===== src/hw/rtl/ssd_pkg.sv =====
// Shared types, codes and the font table for the seven-segment scan driver.
`default_nettype none

package ssd_pkg;

    // Operation codes carried by an input item
    localparam logic OP_TICK  = 1'b0;
    localparam logic OP_WRITE = 1'b1;

    // Buffer merge modes of a page write
    typedef enum logic [1:0] {
        MODE_REPLACE = 2'd0,
        MODE_AND     = 2'd1,
        MODE_OR_INV  = 2'd2,
        MODE_KEEP    = 2'd3
    } write_mode_t;

    localparam int unsigned DIGITS      = 3;
    localparam logic [7:0]  GLYPH_BLANK = 8'hFF;
    localparam logic [7:0]  FONT_FIRST  = 8'h20;
    localparam logic [7:0]  FONT_LAST   = 8'h7B;
    localparam int unsigned FONT_COUNT  = 92;

    // Active-low glyphs for codes 0x20 through 0x7B
    localparam logic [7:0] FONT_ROM [0:FONT_COUNT-1] = '{
        8'hff, 8'hff, 8'hff, 8'hff, 8'hff, 8'hff, 8'hff, 8'hfe,
        8'hff, 8'hff, 8'hff, 8'hff, 8'hff, 8'hfc, 8'h7f, 8'hff,
        8'hc0, 8'hf9, 8'ha4, 8'hb0, 8'h99, 8'h92, 8'h82, 8'hf8,
        8'h80, 8'h90,
        8'hff, 8'hff, 8'hff, 8'hff, 8'hff, 8'hff, 8'hff,
        8'h88, 8'h83, 8'hc6, 8'ha1, 8'h86, 8'h8e, 8'h43, 8'h89,
        8'hdf, 8'h8f, 8'hf1, 8'hc7, 8'h55, 8'hab, 8'ha3, 8'h8c,
        8'h98, 8'haf, 8'h49, 8'h87, 8'hc1, 8'hc7, 8'h47, 8'hd7,
        8'h91, 8'hed,
        8'hff, 8'hff, 8'hff, 8'hff, 8'hf7, 8'hff,
        8'h88, 8'h83, 8'hc6, 8'ha1, 8'h86, 8'h8e, 8'h43, 8'h89,
        8'hdf, 8'h8f, 8'hf1, 8'hc7, 8'h55, 8'hab, 8'ha3, 8'h8c,
        8'h98, 8'haf, 8'h49, 8'h87, 8'hc1, 8'hc7, 8'h47, 8'hd7,
        8'h91, 8'hed,
        8'hff
    };

    // Control handed from the top level to each digit lane
    typedef struct packed {
        logic        wr;
        write_mode_t mode;
    } lane_ctrl_t;

    // One display result
    typedef struct packed {
        logic [1:0] digit_index;
        logic [7:0] segments;
    } ssd_result_t;

    // Look up a character; codes outside the font give a blank digit
    function automatic logic [7:0] glyph_of(input logic [7:0] ch);
        logic [7:0] offs;
        offs = ch - FONT_FIRST;
        if (ch < FONT_FIRST || ch > FONT_LAST)
            return GLYPH_BLANK;
        return FONT_ROM[offs[6:0]];
    endfunction

endpackage

`default_nettype wire


===== src/hw/rtl/ssd_if.sv =====
// Valid/ready channel interfaces for commands and display results.
`default_nettype none

interface ssd_in_if;
    logic        valid;
    logic        ready;
    logic        op;
    logic [7:0]  char_first;
    logic [7:0]  char_second;
    logic [7:0]  char_third;
    logic [7:0]  blink_mask_first;
    logic [7:0]  blink_mask_second;
    logic [7:0]  blink_mask_third;
    logic [15:0] blink_period;
    logic [1:0]  write_mode;

    modport source (
        output valid, op, char_first, char_second, char_third,
               blink_mask_first, blink_mask_second, blink_mask_third,
               blink_period, write_mode,
        input  ready
    );
    modport sink (
        input  valid, op, char_first, char_second, char_third,
               blink_mask_first, blink_mask_second, blink_mask_third,
               blink_period, write_mode,
        output ready
    );
endinterface

interface ssd_out_if;
    logic       valid;
    logic       ready;
    logic [1:0] digit_index;
    logic [7:0] segments;

    modport source (output valid, digit_index, segments, input ready);
    modport sink   (input  valid, digit_index, segments, output ready);
endinterface

`default_nettype wire


===== src/hw/rtl/ssd_lane.sv =====
// One digit lane: font lookup, buffer merge and blink mask storage.
`default_nettype none

module ssd_lane (
    input  wire logic              clk,
    input  wire logic              rst_n,
    input  wire ssd_pkg::lane_ctrl_t ctrl,
    input  wire logic [7:0]        ch,
    input  wire logic [7:0]        blink_mask,
    output logic [7:0]             seg,
    output logic [7:0]             mask
);
    import ssd_pkg::*;

    logic [7:0] glyph;
    logic [7:0] seg_reg;
    logic [7:0] seg_next;
    logic [7:0] mask_reg;

    // Look up the glyph and merge it into the buffer entry
    always_comb
    begin
        glyph = glyph_of(ch);
        case (ctrl.mode)
            MODE_REPLACE: seg_next = glyph;
            MODE_AND:     seg_next = seg_reg & glyph;
            MODE_OR_INV:  seg_next = seg_reg | ~glyph;
            default:      seg_next = seg_reg;
        endcase
    end

    // Hold the entry and mask until the next page write
    always_ff @(posedge clk or negedge rst_n)
    begin
        if (!rst_n)
        begin
            seg_reg  <= GLYPH_BLANK;
            mask_reg <= 8'h00;
        end
        else if (ctrl.wr)
        begin
            seg_reg  <= seg_next;
            mask_reg <= blink_mask;
        end
    end

    assign seg  = seg_reg;
    assign mask = mask_reg;

endmodule

`default_nettype wire


===== src/hw/rtl/seven_segment_scan_blink_driver.sv =====
// Top level: scan counter, blink timer, three digit lanes and result skid stage.
//
//  channel | dir | transfer when           | payload
//  --------+-----+-------------------------+----------------------------------------
//  cmd     | in  | cmd.valid & cmd.ready   | op, chars, blink masks, period, mode
//  disp    | out | disp.valid & disp.ready | digit_index, segments
//
//  One item per cycle while cmd.ready is high. A page write updates all three lanes in the cycle of its
//  transfer; a tick's result is registered before it shows on disp.
//  Reset blanks the buffers, clears masks, scan, timer and phase.
//  A stalled result sits in the output register and one more in the skid
//  register; cmd.ready drops only while the skid register is full.
`default_nettype none

module seven_segment_scan_blink_driver (
    input  wire logic clk,
    input  wire logic rst_n,
    ssd_in_if.sink    cmd,
    ssd_out_if.source disp
);
    import ssd_pkg::*;

    logic        in_xfer;
    logic        tick;
    lane_ctrl_t  lane_ctrl;

    logic [7:0]  lane_ch   [DIGITS];
    logic [7:0]  lane_bm   [DIGITS];
    logic [7:0]  lane_seg  [DIGITS];
    logic [7:0]  lane_mask [DIGITS];

    logic [1:0]  scan_reg;
    logic [1:0]  scan_next;
    logic [15:0] ticks_reg;
    logic [15:0] ticks_next;
    logic [15:0] ticks_inc;
    logic        phase_reg;
    logic        phase_next;
    logic [15:0] period_reg;

    logic [7:0]  sel_seg;
    logic [7:0]  sel_mask;
    ssd_result_t result;

    ssd_result_t out_reg;
    logic        out_valid_reg;
    ssd_result_t skid_reg;
    logic        skid_valid_reg;
    logic        out_free;

    assign cmd.ready = ~skid_valid_reg;
    assign in_xfer   = cmd.valid & cmd.ready;
    assign tick      = in_xfer & (cmd.op == OP_TICK);

    assign lane_ctrl.wr   = in_xfer & (cmd.op == OP_WRITE);
    assign lane_ctrl.mode = write_mode_t'(cmd.write_mode);

    assign lane_ch[0] = cmd.char_first;
    assign lane_ch[1] = cmd.char_second;
    assign lane_ch[2] = cmd.char_third;
    assign lane_bm[0] = cmd.blink_mask_first;
    assign lane_bm[1] = cmd.blink_mask_second;
    assign lane_bm[2] = cmd.blink_mask_third;

    // Run one lane per digit
    for (genvar g = 0; g < DIGITS; g++)
    begin : g_lane
        ssd_lane u_lane (
            .clk        (clk),
            .rst_n      (rst_n),
            .ctrl       (lane_ctrl),
            .ch         (lane_ch[g]),
            .blink_mask (lane_bm[g]),
            .seg        (lane_seg[g]),
            .mask       (lane_mask[g])
        );
    end

    // Advance the scan and blink timer on a tick
    always_comb
    begin
        scan_next  = (scan_reg >= 2'd2) ? 2'd0 : scan_reg + 2'd1;
        ticks_inc  = ticks_reg + 16'd1;
        ticks_next = ticks_inc;
        phase_next = phase_reg;
        if (period_reg == 16'd0)
        begin
            phase_next = 1'b0;
        end
        else if (ticks_inc >= period_reg)
        begin
            ticks_next = 16'd0;
            phase_next = ~phase_reg;
        end
    end

    always_ff @(posedge clk or negedge rst_n)
    begin
        if (!rst_n)
        begin
            scan_reg   <= 2'd0;
            ticks_reg  <= 16'd0;
            phase_reg  <= 1'b0;
            period_reg <= 16'd0;
        end
        else if (tick)
        begin
            scan_reg  <= scan_next;
            ticks_reg <= ticks_next;
            phase_reg <= phase_next;
        end
        else if (lane_ctrl.wr)
        begin
            period_reg <= cmd.blink_period;
        end
    end

    // Merge the lanes: pick the newly scanned digit and apply the blink mask
    always_comb
    begin
        case (scan_next)
            2'd0:    begin sel_seg = lane_seg[0]; sel_mask = lane_mask[0]; end
            2'd1:    begin sel_seg = lane_seg[1]; sel_mask = lane_mask[1]; end
            2'd2:    begin sel_seg = lane_seg[2]; sel_mask = lane_mask[2]; end
            default: begin sel_seg = GLYPH_BLANK; sel_mask = 8'h00;        end
        endcase
        result.digit_index = scan_next;
        result.segments    = phase_next ? (sel_seg | sel_mask) : sel_seg;
    end

    // Hold results in the output register, spill to skid on a stall
    assign out_free = ~out_valid_reg | disp.ready;

    always_ff @(posedge clk or negedge rst_n)
    begin
        if (!rst_n)
        begin
            out_valid_reg  <= 1'b0;
            skid_valid_reg <= 1'b0;
        end
        else if (out_free)
        begin
            if (skid_valid_reg)
            begin
                out_valid_reg  <= 1'b1;
                skid_valid_reg <= 1'b0;
            end
            else
            begin
                out_valid_reg <= tick;
            end
        end
        else if (tick)
        begin
            skid_valid_reg <= 1'b1;
        end
    end

    always_ff @(posedge clk)
    begin
        if (out_free)
        begin
            if (skid_valid_reg)
                out_reg <= skid_reg;
            else if (tick)
                out_reg <= result;
        end
        else if (tick)
        begin
            skid_reg <= result;
        end
    end

    assign disp.valid       = out_valid_reg;
    assign disp.digit_index = out_reg.digit_index;
    assign disp.segments    = out_reg.segments;

endmodule

`default_nettype wire


===== src/flat_wrapper.sv =====
// flat-port wrapper written by rule: the top's interface ports become plain ports
module seven_segment_scan_blink_driver_flat import ssd_pkg::*;
  (clk, rst_n, cmd_valid, cmd_op, cmd_char_first, cmd_char_second, cmd_char_third, cmd_blink_mask_first, cmd_blink_mask_second, cmd_blink_mask_third, cmd_blink_period, cmd_write_mode, cmd_ready, disp_valid, disp_digit_index, disp_segments, disp_ready);
  ssd_in_if cmd_i ();
  ssd_out_if disp_i ();
  input  wire logic clk;
  input  wire logic rst_n;
  input wire logic [$bits(cmd_i.valid)-1:0] cmd_valid;
  input wire logic [$bits(cmd_i.op)-1:0] cmd_op;
  input wire logic [$bits(cmd_i.char_first)-1:0] cmd_char_first;
  input wire logic [$bits(cmd_i.char_second)-1:0] cmd_char_second;
  input wire logic [$bits(cmd_i.char_third)-1:0] cmd_char_third;
  input wire logic [$bits(cmd_i.blink_mask_first)-1:0] cmd_blink_mask_first;
  input wire logic [$bits(cmd_i.blink_mask_second)-1:0] cmd_blink_mask_second;
  input wire logic [$bits(cmd_i.blink_mask_third)-1:0] cmd_blink_mask_third;
  input wire logic [$bits(cmd_i.blink_period)-1:0] cmd_blink_period;
  input wire logic [$bits(cmd_i.write_mode)-1:0] cmd_write_mode;
  output wire logic [$bits(cmd_i.ready)-1:0] cmd_ready;
  output wire logic [$bits(disp_i.valid)-1:0] disp_valid;
  output wire logic [$bits(disp_i.digit_index)-1:0] disp_digit_index;
  output wire logic [$bits(disp_i.segments)-1:0] disp_segments;
  input wire logic [$bits(disp_i.ready)-1:0] disp_ready;
  assign cmd_i.valid = cmd_valid;
  assign cmd_i.op = cmd_op;
  assign cmd_i.char_first = cmd_char_first;
  assign cmd_i.char_second = cmd_char_second;
  assign cmd_i.char_third = cmd_char_third;
  assign cmd_i.blink_mask_first = cmd_blink_mask_first;
  assign cmd_i.blink_mask_second = cmd_blink_mask_second;
  assign cmd_i.blink_mask_third = cmd_blink_mask_third;
  assign cmd_i.blink_period = cmd_blink_period;
  assign cmd_i.write_mode = cmd_write_mode;
  assign cmd_ready = cmd_i.ready;
  assign disp_valid = disp_i.valid;
  assign disp_digit_index = disp_i.digit_index;
  assign disp_segments = disp_i.segments;
  assign disp_i.ready = disp_ready;
  seven_segment_scan_blink_driver u_core (.clk(clk), .rst_n(rst_n), .cmd(cmd_i), .disp(disp_i));
endmodule

===== config.mk =====
export PLATFORM = sky130hd
export DESIGN_NAME = seven_segment_scan_blink_driver_flat
export DESIGN_NICKNAME = d
export VERILOG_FILES = /design/src/hw/rtl/ssd_pkg.sv /design/src/hw/rtl/ssd_if.sv /design/src/hw/rtl/ssd_lane.sv /design/src/hw/rtl/seven_segment_scan_blink_driver.sv /design/src/flat_wrapper.sv
export SDC_FILE = /design/constraint.sdc
export NUM_CORES = 1
export LEC_CHECK = 0
export ABC_AREA = 1
export BUFFER_PORTS_ARGS = -buffer_cell sky130_fd_sc_hd__buf_2
export CORE_ASPECT_RATIO = 0.6
export CORE_MARGIN = 3
export CORE_UTILIZATION = 50
export CTS_CLUSTER_DIAMETER = 150
export DETAILED_ROUTE_END_ITERATION = 7
export PLACE_DENSITY = 0.71
export SLEW_MARGIN = 20
export SYNTH_ARGS = -nofsm -noshare
export SYNTH_HDL_FRONTEND = slang
export SYNTH_SLANG_ARGS = --single-unit

===== constraint.sdc =====
create_clock -name clk -period 7.2 [get_ports clk]
set_input_delay 1.44 -clock clk [delete_from_list [all_inputs] [get_ports clk]]
set_output_delay 1.44 -clock clk [all_outputs]
set_load 0.1 [all_outputs]

* Word level (Yosys, flattened, before mapping)
Memories as Yosys holds them, arrays and structs flattened. Index checks and enable logic that the tools add are counted. Widths: inputs -> output; s select.
Word-level totals: flip-flop bits (word level) 105, ROM bits 3072, input port bits 71, output and inout port bits 12, word-level logic and storage cells 106, memories kept 3
Memories:
- (no name shown) | depth 128, bits a word 8, rd ports 1, clocked after memory_dff 0, write ports 0, RTL line ssd_pkg.sv:61 | return FONT_ROM[offs[6:0]];
- (no name shown) | depth 128, bits a word 8, rd ports 1, clocked after memory_dff 0, write ports 0, RTL line ssd_pkg.sv:61
- (no name shown) | depth 128, bits a word 8, rd ports 1, clocked after memory_dff 0, write ports 0, RTL line ssd_pkg.sv:61
Cells by class: add/sub/neg operators 5, order comparisons 11, eq/ne operators 4, mux-type cells 31, bitwise logic cells 23, reductions and logical operators 13
Operators by type and width (count):
- $pmux 8 s3 | 5
- $mux 8 | 13
- $mux 16 | 2
- $or 8x8->8 | 4
- $and 8x8->8 | 3
- $ge 8x8->1 const B | 3
- $gt 8x7->1 const B | 3
- $lt 8x6->1 const B | 3
- $not 7->8 | 3
- $not 8->8 | 3
- $sub 7x6->7 const B | 3
- $mux 10 | 2
- $add 16x1->16 const B | 1
- $ge 16x16->1 | 1
- $logic_not 16->1 | 1
- $mux 1 | 8
- $reduce_and 2->1 | 4
- $not 1->1 | 6
- $eq 2x1->1 const B | 2
- $eq 2x2->1 const B | 2
- $logic_not 2->1 | 2
- $reduce_bool 2->1 | 2
- $and 1x1->1 | 3
- $logic_or 1x1->1 | 3
- 5 further kinds | 5

* Depth between registers and ports, before layout
Gate-level depths: netlist (run 1).
depth after elaboration 9, gate-level depth with buffers 21, gate-level depth less buffers 21

* Cells and area by module
From an unflattened synthesis (run 1), not the netlist that was laid out.
Second synthesis, totals: cell total of the unflattened synthesis 1245, area, all modules 8575.7 µm²
Modules (own cells, without submodules):
- seven_segment_scan_blink_driver | times used 1, cells each 398, area each 3455.8 µm², sequential area each 1526.5 µm²
- ssd_lane (u_core.g_lane[1].u_lane) | times used 1, cells each 292, area each 1754.2 µm², sequential area each 410.4 µm²
- ssd_lane (u_core.g_lane[2].u_lane) | times used 1, cells each 287, area each 1739.2 µm², sequential area each 410.4 µm²
- ssd_lane (u_core.g_lane[0].u_lane) | times used 1, cells each 268, area each 1626.6 µm², sequential area each 410.4 µm²

* Worst setup path before layout (run 1)
OpenSTA, ideal clock, no wires.
path type input to register, start in cmd_op, end reg u_core.skid_reg[0] (netlist name), enable pin, library setup time 0.376 ns, data arrival time 2.513 ns, required time 6.824 ns, path slack 4.311 ns, stages on the path 3, buffers on the path 0, cell sequence nor3_1 > inv_1 > nor2_1
On the way: word-level cells in the longest chain between the ends 3
RTL lines:
- from (decl) | RTL line flat_wrapper.sv:9 | input wire logic [$bits(cmd_i.op)-1:0] cmd_op;
- $not 1->1 | RTL line seven_segment_scan_blink_driver.sv:53 | assign tick = in_xfer & (cmd.op == OP_TICK);
- $and 1x1->1 | RTL line seven_segment_scan_blink_driver.sv:53
- $reduce_and 2->1 (no source line)
- to (signal assigned) | RTL line seven_segment_scan_blink_driver.sv:170 | skid_reg <= result;
- to (decl) | RTL line seven_segment_scan_blink_driver.sv:47 | ssd_result_t skid_reg;
No other way between the ends. A chain may end at the register's enable or synchronous reset.

* Worst setup path in the final report (run 1)
start in cmd_op, end reg u_core.g_lane[2].u_lane.seg_reg[1]
On the way: word-level cells in the longest chain between the ends 2
RTL lines:
- $and 1x1->1 | RTL line seven_segment_scan_blink_driver.sv:55 | assign lane_ctrl.wr = in_xfer & (cmd.op == OP_WRITE);
- $reduce_and 2->1 (no source line)
- to (signal assigned) | RTL line ssd_lane.sv:42 | seg_reg <= seg_next;
- to (decl) | RTL line ssd_lane.sv:16 | logic [7:0] seg_reg;
No other way between the ends.

==> flow_results.org, run 1 <==
** CTS
- The longest clock path from root to sink contains 2 buffers.
- Hold-fix buffer count after cts :: 0
- Count of buffers added by post-CTS timing repair for setup :: 0
- CTS tree :: done
- Num CTS Buffers :: 9
- Number of resized instances in the post-cts repair step :: 0
- Clock Latency Late Sink :: approximately 0.36 ns
- CTS built an H-tree with a depth of 3.
- Clock-pin slew on the worst setup and hold paths :: 0.08 ns
- CTS Sinks :: around 110
- Buffer type at the clock tree root :: sky130_fd_sc_hd__clkbuf_16

** Cells and area
- For this run, the post-layout net count is roughly 1400.
- Excluding fillers, the count of instances in the completed layout stands at between 1000 and 1500.
- In the final layout, the share of cells above drive strength 1 is 0.1360.
- From synthesis to final layout, the design area changed by 9.741%.
- Area of all placed cells without fillers :: between 0.008 and 0.009 sq mm
- Measured on the finished design, the core utilization comes to 0.5674.
- The repair_antennas step left the layout with diodes totalling 0.

** Run
- Count of max-cap constraint violations :: 0

** Worst hold path
- Type of the tightest min-delay check :: reg2reg
- Number of cells on the worst hold path :: 2

** Route
- Total DRC errors in the routed layout :: 0
- Via-per-instance ratio :: approximately 5.5
- Summing over every cut layer, the via total after detailed routing is approximately 8100.
- Met3 routed wirelength :: around 2.5 mm
- Wire length after detailed routing :: roughly 23 mm
- In this run the top signal layer used is met4.
- DR pass1 iterations :: 8
- For this block, wires on met1 add up to between 10 and 15 mm.
- Remaining number of nets flagged by the antenna check after routing :: 0
- Wire length per cell after detailed routing :: between 15 and 20 um
- Routed length on met2 :: ~8.0 mm
- Iteration-0 DRC count of the detailed router :: between 1000 and 1500

** Pwr
- Int Pwr :: between 1 and 1.5 mW
- The share of total power dissipated in the clock network is 0.222.
- The design draws approximately 2.3 mW.
- Summed over all nets, the switching power comes to 0.9986 mW.
- Of the total power, registers draw 0.368.
- Sw frac :: 0.4285
- In this run the power density over the cells is around 260 mW/mm^2.
- Part of the power in combinational logic :: 0.410
- Lkg Pwr :: around 4.6 nW
- Across the VDD grid, the largest voltage drop is roughly 150 uV.

** Global routing
- The first global-routing pass estimated about 37 mm of wire.
- Entering global routing, the biggest net connects 60 pins.
- Total GRT Usage :: 0.2575
- Gr ovfl total :: 0
- Antenna violations before repair :: 0
- Vias in the first global route :: between 7000 and 8000

** Yosys
- The synthesized netlist occupies a cell area of about 0.008 sq mm.
- When the netlist entered floorplanning its net count stood at 1324.
- Share of the synthesized area in the top cell type :: 0.2000
- Each instance of the synthesized netlist takes up on average between 6 and 7 sq um.
- By area the synthesized netlist is led by sky130_fd_sc_hd__nand2_1 (20%), sky130_fd_sc_hd__dfrtp_1 (19%), sky130_fd_sc_hd__dfstp_2 (7.9%).
- Count of warnings emitted by yosys :: 0
- The synthesized design contains 20 enable-type register cells.
- Commonest register cell after synthesis :: sky130_fd_sc_hd__dfrtp_1
- Instance count of the mapped netlist :: 1210
- In this run, distinct cell masters in the synthesized netlist total 42.
- Synth cell count leaders :: sky130_fd_sc_hd__nand2_1 (427), sky130_fd_sc_hd__inv_1 (121), sky130_fd_sc_hd__a21oi_1 (103)
- The synthesized design contains 105 register bits.
- Part of the Yosys area used for sequential elements :: 0.3441
- Most repeated cell in the gate-level netlist after synthesis :: sky130_fd_sc_hd__nand2_1
- Biggest area consumer among synthesized cells :: sky130_fd_sc_hd__nand2_1
- Post-synth ARST share :: 0.8095

** Die
- Die Y :: roughly 100 um
- The die covers 0.01764 sq mm.
- 83 I/O pins were placed.
- The region available for standard cell placement spans approximately 0.016 sq mm.
- The floorplan step set the die width to between 150 and 200 um.
- The initial utilization of the core area, before any placement, comes to 0.5170.
- The floorplan has 35 rows.

** Critical path
- Data on the critical path is required at its endpoint by between 7 and 8 ns.
- STA classifies the critical path startpoint as an input port.
- Critical Path End Type :: flip-flop
- Of all nets on the critical path, the largest fanout is 27.
- At the worst endpoint, the arrival time is around 3.9 ns.
- Crit Path Category :: in2reg
- Worst Reg-to-Reg Cells :: 18

** Placed design
- Including well taps, the total number of placed cells is between 1000 and 1500.
- Dpl hpwl :: 17.20 mm
- Dpl cell area :: around 0.0085 sq mm
- Buffers on Ports :: 82
- The congestion estimate from routability-driven global placement came to approximately 1.

** Timing
- Timing would allow up to about 280 MHz.
- Final critical-path share of the clock period :: 0.4999
- In the final timing run, aggregate negative setup slack is 0 ns.
- The worst pin sits at a relative slew slack of 0.3242.
- Setup repair after global routing left no endpoint under its margin.
- The number of max-slew violations in the final report is 0.
- Setup violations remaining at the end of the flow were counted as 0.
- Subtracting the final worst setup slack from the clock period gives between 3 and 4 ns.
- Worst slew pin tran :: about 1.0 ns
- The clock arrives with about 0.011 ns of skew.
- The hold violation total from the final report is 0.

** Run status
- The flow ran to the end, and the final reports show no timing, DRC or antenna violations.
-- routing by layer --
metal,up-vias,GRT usage
met3,17,0.06570
met1,3682,0.4578
met4,0,0.03501
met5,-,0
li1,4034,-
met2,386,0.2997
-- layout by cell type (no fill, tap or decap), types with 24 or more instances in the layout --
master | netlist | final
sky130_fd_sc_hd__nor2_1 | 80 | 80
sky130_fd_sc_hd__dfstp_2 | 24 | 24
sky130_fd_sc_hd__nand2_1 | 427 | 427
sky130_fd_sc_hd__inv_1 | 121 | 121
sky130_fd_sc_hd__ha_1 | 43 | 43
sky130_fd_sc_hd__inv_2 | 27 | 27
sky130_fd_sc_hd__o21ai_0 | 54 | 54
sky130_fd_sc_hd__buf_2 | 16 | 81
sky130_fd_sc_hd__nand3_1 | 75 | 75
sky130_fd_sc_hd__dfrtp_1 | 61 | 61
sky130_fd_sc_hd__a21oi_1 | 103 | 103
-- cell type report --
class                           count  area [sq um]
Clock inverter                      7         83.83
Timing Repair Buffer               85         435.4
Sequential cell                   105          2758
Multi-Input combinational cell    908          4471
Inverter                          151         569.3
Fill cell                        1557          6706
Clock buffer                        9         225.2
Tap cell                          203         254.0
-- final timing paths --
check | startpoint | endpoint | slack, ns
worst max-delay path | cmd_op | u_core.g_lane[2].u_lane.seg[1]$_DFFE_PN1P_ | 3.60
worst min-delay path | u_core.g_lane[1].u_lane.mask[2]$_DFFE_PN0P_ | u_core.g_lane[1].u_lane.mask[2]$_DFFE_PN0P_ | 0.49
worst max register to register | u_core.ticks_reg[0]$_DFFE_PN0P_ | u_core.disp.segments[1]$_DFFE_PP_ | 3.80
worst min register to register | u_core.g_lane[1].u_lane.mask[2]$_DFFE_PN0P_ | u_core.g_lane[1].u_lane.mask[2]$_DFFE_PN0P_ | 0.49
max in group asynchronous | rst_n | u_core.g_lane[1].u_lane.mask[1]$_DFFE_PN0P_ | 5.13
min in group asynchronous | rst_n | u_core.ticks_reg[9]$_DFFE_PN0P_ | 1.00
-- per-stage QoR --
step	setup WS [ns]	hold WS, ns
after floorplan	4.311	0.4492
after global placement	3.385	0.4631
after detailed placement	3.257	0.4659
after CTS	3.611	0.4856
after global routing	3.332	0.5083
final	3.601	0.4852
-- logic make-up (layout without fill, tap and decap cells) --
logic type,count (synthesis),after routing,share of synthesized area
xor gates and xnor gates,9,9,0.009835
and+or+nand+nor,631,631,0.3255
adders and majority gates,43,43,0.06713
buffers and inverters,197,252,0.09881
AOI/OAI and AO/OA,225,225,0.1547
DFF,105,105,0.3441
-- critical path: stages --
cell	delay, ns
sky130_fd_sc_hd__buf_2	0.10
sky130_fd_sc_hd__nand3_2	0.48
sky130_fd_sc_hd__nor2_2	0.99
sky130_fd_sc_hd__inv_2	0.48
sky130_fd_sc_hd__a21oi_1	0.26
sky130_fd_sc_hd__a22oi_1	0.09
-- power by group through the flow --
stage               clock network [mW]  registers (mW)  logic [mW]
floorplan                            0           0.934       0.600
global placement                     0           0.863       0.917
detailed placement                   0           0.866       0.932
CTS                              0.523           0.857       0.936
global route                     0.550           0.874        1.07
finish                           0.518           0.858       0.955
Note: power is estimated with default switching activity, not from simulation.
==> inputs of run 2 (changes only) <==
PLACE_DENSITY = 0.74   (was 0.71)
clock period = 3 ns   (was 7.2 ns; I/O delays follow)
==> run 2 against run 1 <==
  * The run now ends with setup timing left
  * Worst hold slack got worse by 0.096 ns
  * Clock skew is 0.0018 ns lower
  * First-iteration DRC count fell by 1.8%
  * Final cell count is 2.1% higher
  * Global-route usage rose by 0.45 points
  * Largest power group unchanged
==> flow_results.org, run 2 (synthesis gave the netlist of run 1 again) <==
** Global routing
- The number of global-route vias before repair was 7331 (was 7071).
- Maximum number of pins on one net before global-route repair :: 76 (was 60)
- The initial antenna violation count was 0 (unchanged).
- Wire length of the first global-routing pass :: 37.73 mm (was 36.87 mm)
- The overall track demand over capacity in global routing was 0.2619 (was 0.2575).
- The overall overflow remaining after global route was 0 (unchanged).

** Route
- Wire length per cell after detailed routing :: 16.00 um (was 15.49 um)
- The number of violations reported at the end of detailed-routing iteration 0 was 1047 (was 1066).
- Wire length after detailed routing :: 23.99 mm (was 22.75 mm)
- The mean number of vias per cell came to 5.669 (was 5.531).
- Total vias in the final route :: 8498 (was 8119)
- The count of TritonRoute iterations in the first routing pass was 5 (was 8).
- The remaining antenna violation count after routing is 0 (unchanged).
- Total DRC errors in the routed layout :: 0 (unchanged)

** Cells and area
- Layout cells sized above 1 :: 0.1813 (was 0.1360)
- Top library cells by usage in the layout, fill and taps aside: sky130_fd_sc_hd__nand2_1 (420), sky130_fd_sc_hd__inv_1 (119), sky130_fd_sc_hd__a21oi_1 (102), sky130_fd_sc_hd__buf_2 (82), sky130_fd_sc_hd__nor2_1 (75) (was sky130_fd_sc_hd__nand2_1 (427), sky130_fd_sc_hd__inv_1 (121), sky130_fd_sc_hd__a21oi_1 (103), sky130_fd_sc_hd__buf_2 (81), sky130_fd_sc_hd__nor2_1 (80)).
- Number of fill cells :: 1420 (was 1557)
- The post-synthesis to final-layout area growth is 15.13% (was 9.741%).
- The final net count came to 1405 (was 1374).
- Most common library cell in the layout ignoring fill and taps :: sky130_fd_sc_hd__nand2_1 (unchanged)
- Antenna diode count :: 0 (unchanged)

** Timing
- Setup violations, final :: 9 (was 0)
- Slew Viols, Final :: 0 (unchanged)
- RSZ-0062 raised after global routing: true (was false).
- The worst hold margin was 0.3888 ns (was 0.4852 ns).
- Final setup margin :: -0.07157 ns (was 3.601 ns)
- Worst slew pin tran :: 0.9862 ns (was 1.013 ns)
- Relative slew margins :: 0.3425 (was 0.3242)
- Final critical-path share of the clock period :: 1.024
- Maximum clock frequency :: roughly 330 MHz
- For the finished layout, the period the worst path requires is 3.072 ns.
- The hold violation total from the final report came to 0 (unchanged).
- The setup TNS came to -0.3588 ns (was 0 ns).
- Setup skew after layout :: 0.009037 ns (was 0.01087 ns)

** Critical path
- Worst-path cell with the longest stage delay :: sky130_fd_sc_hd__dfrtp_1 (was sky130_fd_sc_hd__nor2_2)
- Critical path data arrival time :: 3.18 ns (was 3.86 ns)
- Cell class contributing the biggest share of worst-path delay :: simple AND/OR/NAND/NOR gates (unchanged)
- The kind of end point of the critical path is a flip-flop (unchanged).
- The maximum fanout along the worst path is 5 (was 27).
- The most numerous cell type found on the critical path is sky130_fd_sc_hd__nand2_1.
- The type of the worst setup path was reg2reg (was in2reg).
- The launching element type of the critical path was a flip-flop (was input port).
- Cell chain of the critical path: inv_1, nor3_2, nand2_2, nor2_2, nand3_2, o21ai_2, o21ai_2, inv_1, ha_1, a21oi_1, a21oi_2, nor2_2, nand4_1, buf_6, nand4_1, nand2_1, nand2_1, nand2_1 (was buf_2, nand3_2, nor2_2, inv_2, a21oi_1, a22oi_1).
- Count of buffering cells on the critical path with inverters included :: 3 (was 2)
- The data required time of the worst path came to 3.10 ns (was 7.46 ns).
- Maximum cell stage delay along the critical path :: 0.37 ns (was 0.99 ns)

** Die
- The core region area was 0.01550 sq mm (unchanged).
- The floorplan die height was 104.1 um (unchanged).
- The die area is 0.01764 sq mm (unchanged).
- The number of rows created at floorplan is 35 (unchanged).
- The top-level port count was 83 (unchanged).
- The horizontal die dimension is 169.5 um (unchanged).
- Starting Density :: 0.5170 (unchanged)

** Placed design
- Routability Congestion :: 0.9955 (was 0.9722)
- Dpl hpwl :: 17.41 mm (was 17.20 mm)
- The count of port buffers added during placement was 82 (unchanged).

** Pwr
- The worst ir drop on vdd is 313.1 uV (was 153.3 uV).
- The total power density per cell area was 646.8 mW/mm^2 (was 264.9 mW/mm^2).
- Lkg Pwr :: 4.760 nW (was 4.557 nW)

** CTS
- Bufs on Longest Clock Path :: 2 (unchanged)
- The number of clock sinks came to 105 (unchanged).
- The clock tree root driver cell is sky130_fd_sc_hd__clkbuf_16 (unchanged).
- The post-cts hold buffer count was 0 (unchanged).
- Number of H-tree levels :: 3 (unchanged)
- The clock latency on the worst-skew pair is 0.36 ns (about the same).
- Num CTS Buffers :: 9 (unchanged)
- The clock tree from TritonCTS is done (unchanged).
- The clock edge transition at the registers on the reported setup and hold paths was 0.08 ns (about the same).

** Worst hold path
- The worst hold-check path type was in2async (was reg2reg).

** Run status
- Run status :: finished, violations left (was completed)
- Violated checks :: setup timing

** Run
- The max-cap check violation count is 0 (unchanged).
[run 2: final cells by class]
class	count	area (sq um)	area share
well taps	203	254.0	0.02753
clock buffers	10	250.2	0.02712
multi-input cells	908	4667	0.5058
flip-flops and latches	105	2760	0.2991
repair buffers	116	669.4	0.07254
inverters	151	571.8	0.06197
clock inverters	6	55.05	0.005966
[run 2: what timing repair did]
item / CTS / global route
pin swaps: 1 / 16
endpoints found under the setup margin: 16 / 33
gates cloned: 0 / 1
resized for setup: 6 / 40
hold endpoints to repair: 0 / 0
buffers inserted: 3 / 11
[run 2: path summary, 6_finish.rpt]
kind                                                                   from                                          end  slack [ns]  cells after the start
max in group asynchronous                                             rst_n   u_core.g_lane[0].u_lane.seg[1]$_DFFE_PN1P_        1.80                      2
worst min register to register  u_core.g_lane[0].u_lane.mask[4]$_DFFE_PN0P_  u_core.g_lane[0].u_lane.mask[4]$_DFFE_PN0P_        0.48                      2
worst min-delay path                                                  rst_n              u_core.ticks_reg[9]$_DFFE_PN0P_        0.39                      1
worst max register to register              u_core.ticks_reg[4]$_DFFE_PN0P_            u_core.disp.segments[4]$_DFFE_PP_       -0.07                     18
min in group clk                                    cmd_blink_mask_first[7]  u_core.g_lane[0].u_lane.mask[7]$_DFFE_PN0P_        0.43                      3
worst max-delay path                        u_core.ticks_reg[4]$_DFFE_PN0P_            u_core.disp.segments[4]$_DFFE_PP_       -0.07                     18
[run 2: power breakdown]
part | leakage, nW | total (mW) | internal, mW | switching (mW)
combinational | 3.40 | 2.67 | 0.883 | 1.78
sequential | 1.20 | 2.10 | 1.86 | 0.242
clock | 0.151 | 1.20 | 0.632 | 0.566
[run 2: through the flow]
stage / cells / utilization / instance area, sq um / worst slack (ns) / power [mW]
floorplan: 1210 / - / 8015 / 0.3053 / 3.681
global placement: 1468 / 0.5552 / 8607 / 0.01874 / 4.352
detailed placement: 1468 / 0.5552 / 8607 / -0.1072 / 4.388
CTS: 1487 / 0.5780 / 8960 / 0.01685 / 5.643
global route: 1499 / 0.5952 / 9228 / -0.1821 / 6.345
finish: 1499 / 0.5952 / 9228 / -0.07157 / 5.969
[run 2: per-layer routing]
| layer | global-route usage | vias up | share of wire |
|---|---|---|---|
| met5 | 0 | - | 0 |
| met3 | 0.07406 | 32 | 0.13 |
| met4 | 0.03851 | 0 | 0.010 |
| met1 | 0.4461 | 3871 | 0.48 |
| li1 | - | 4074 | - |
| met2 | 0.3209 | 521 | 0.37 |
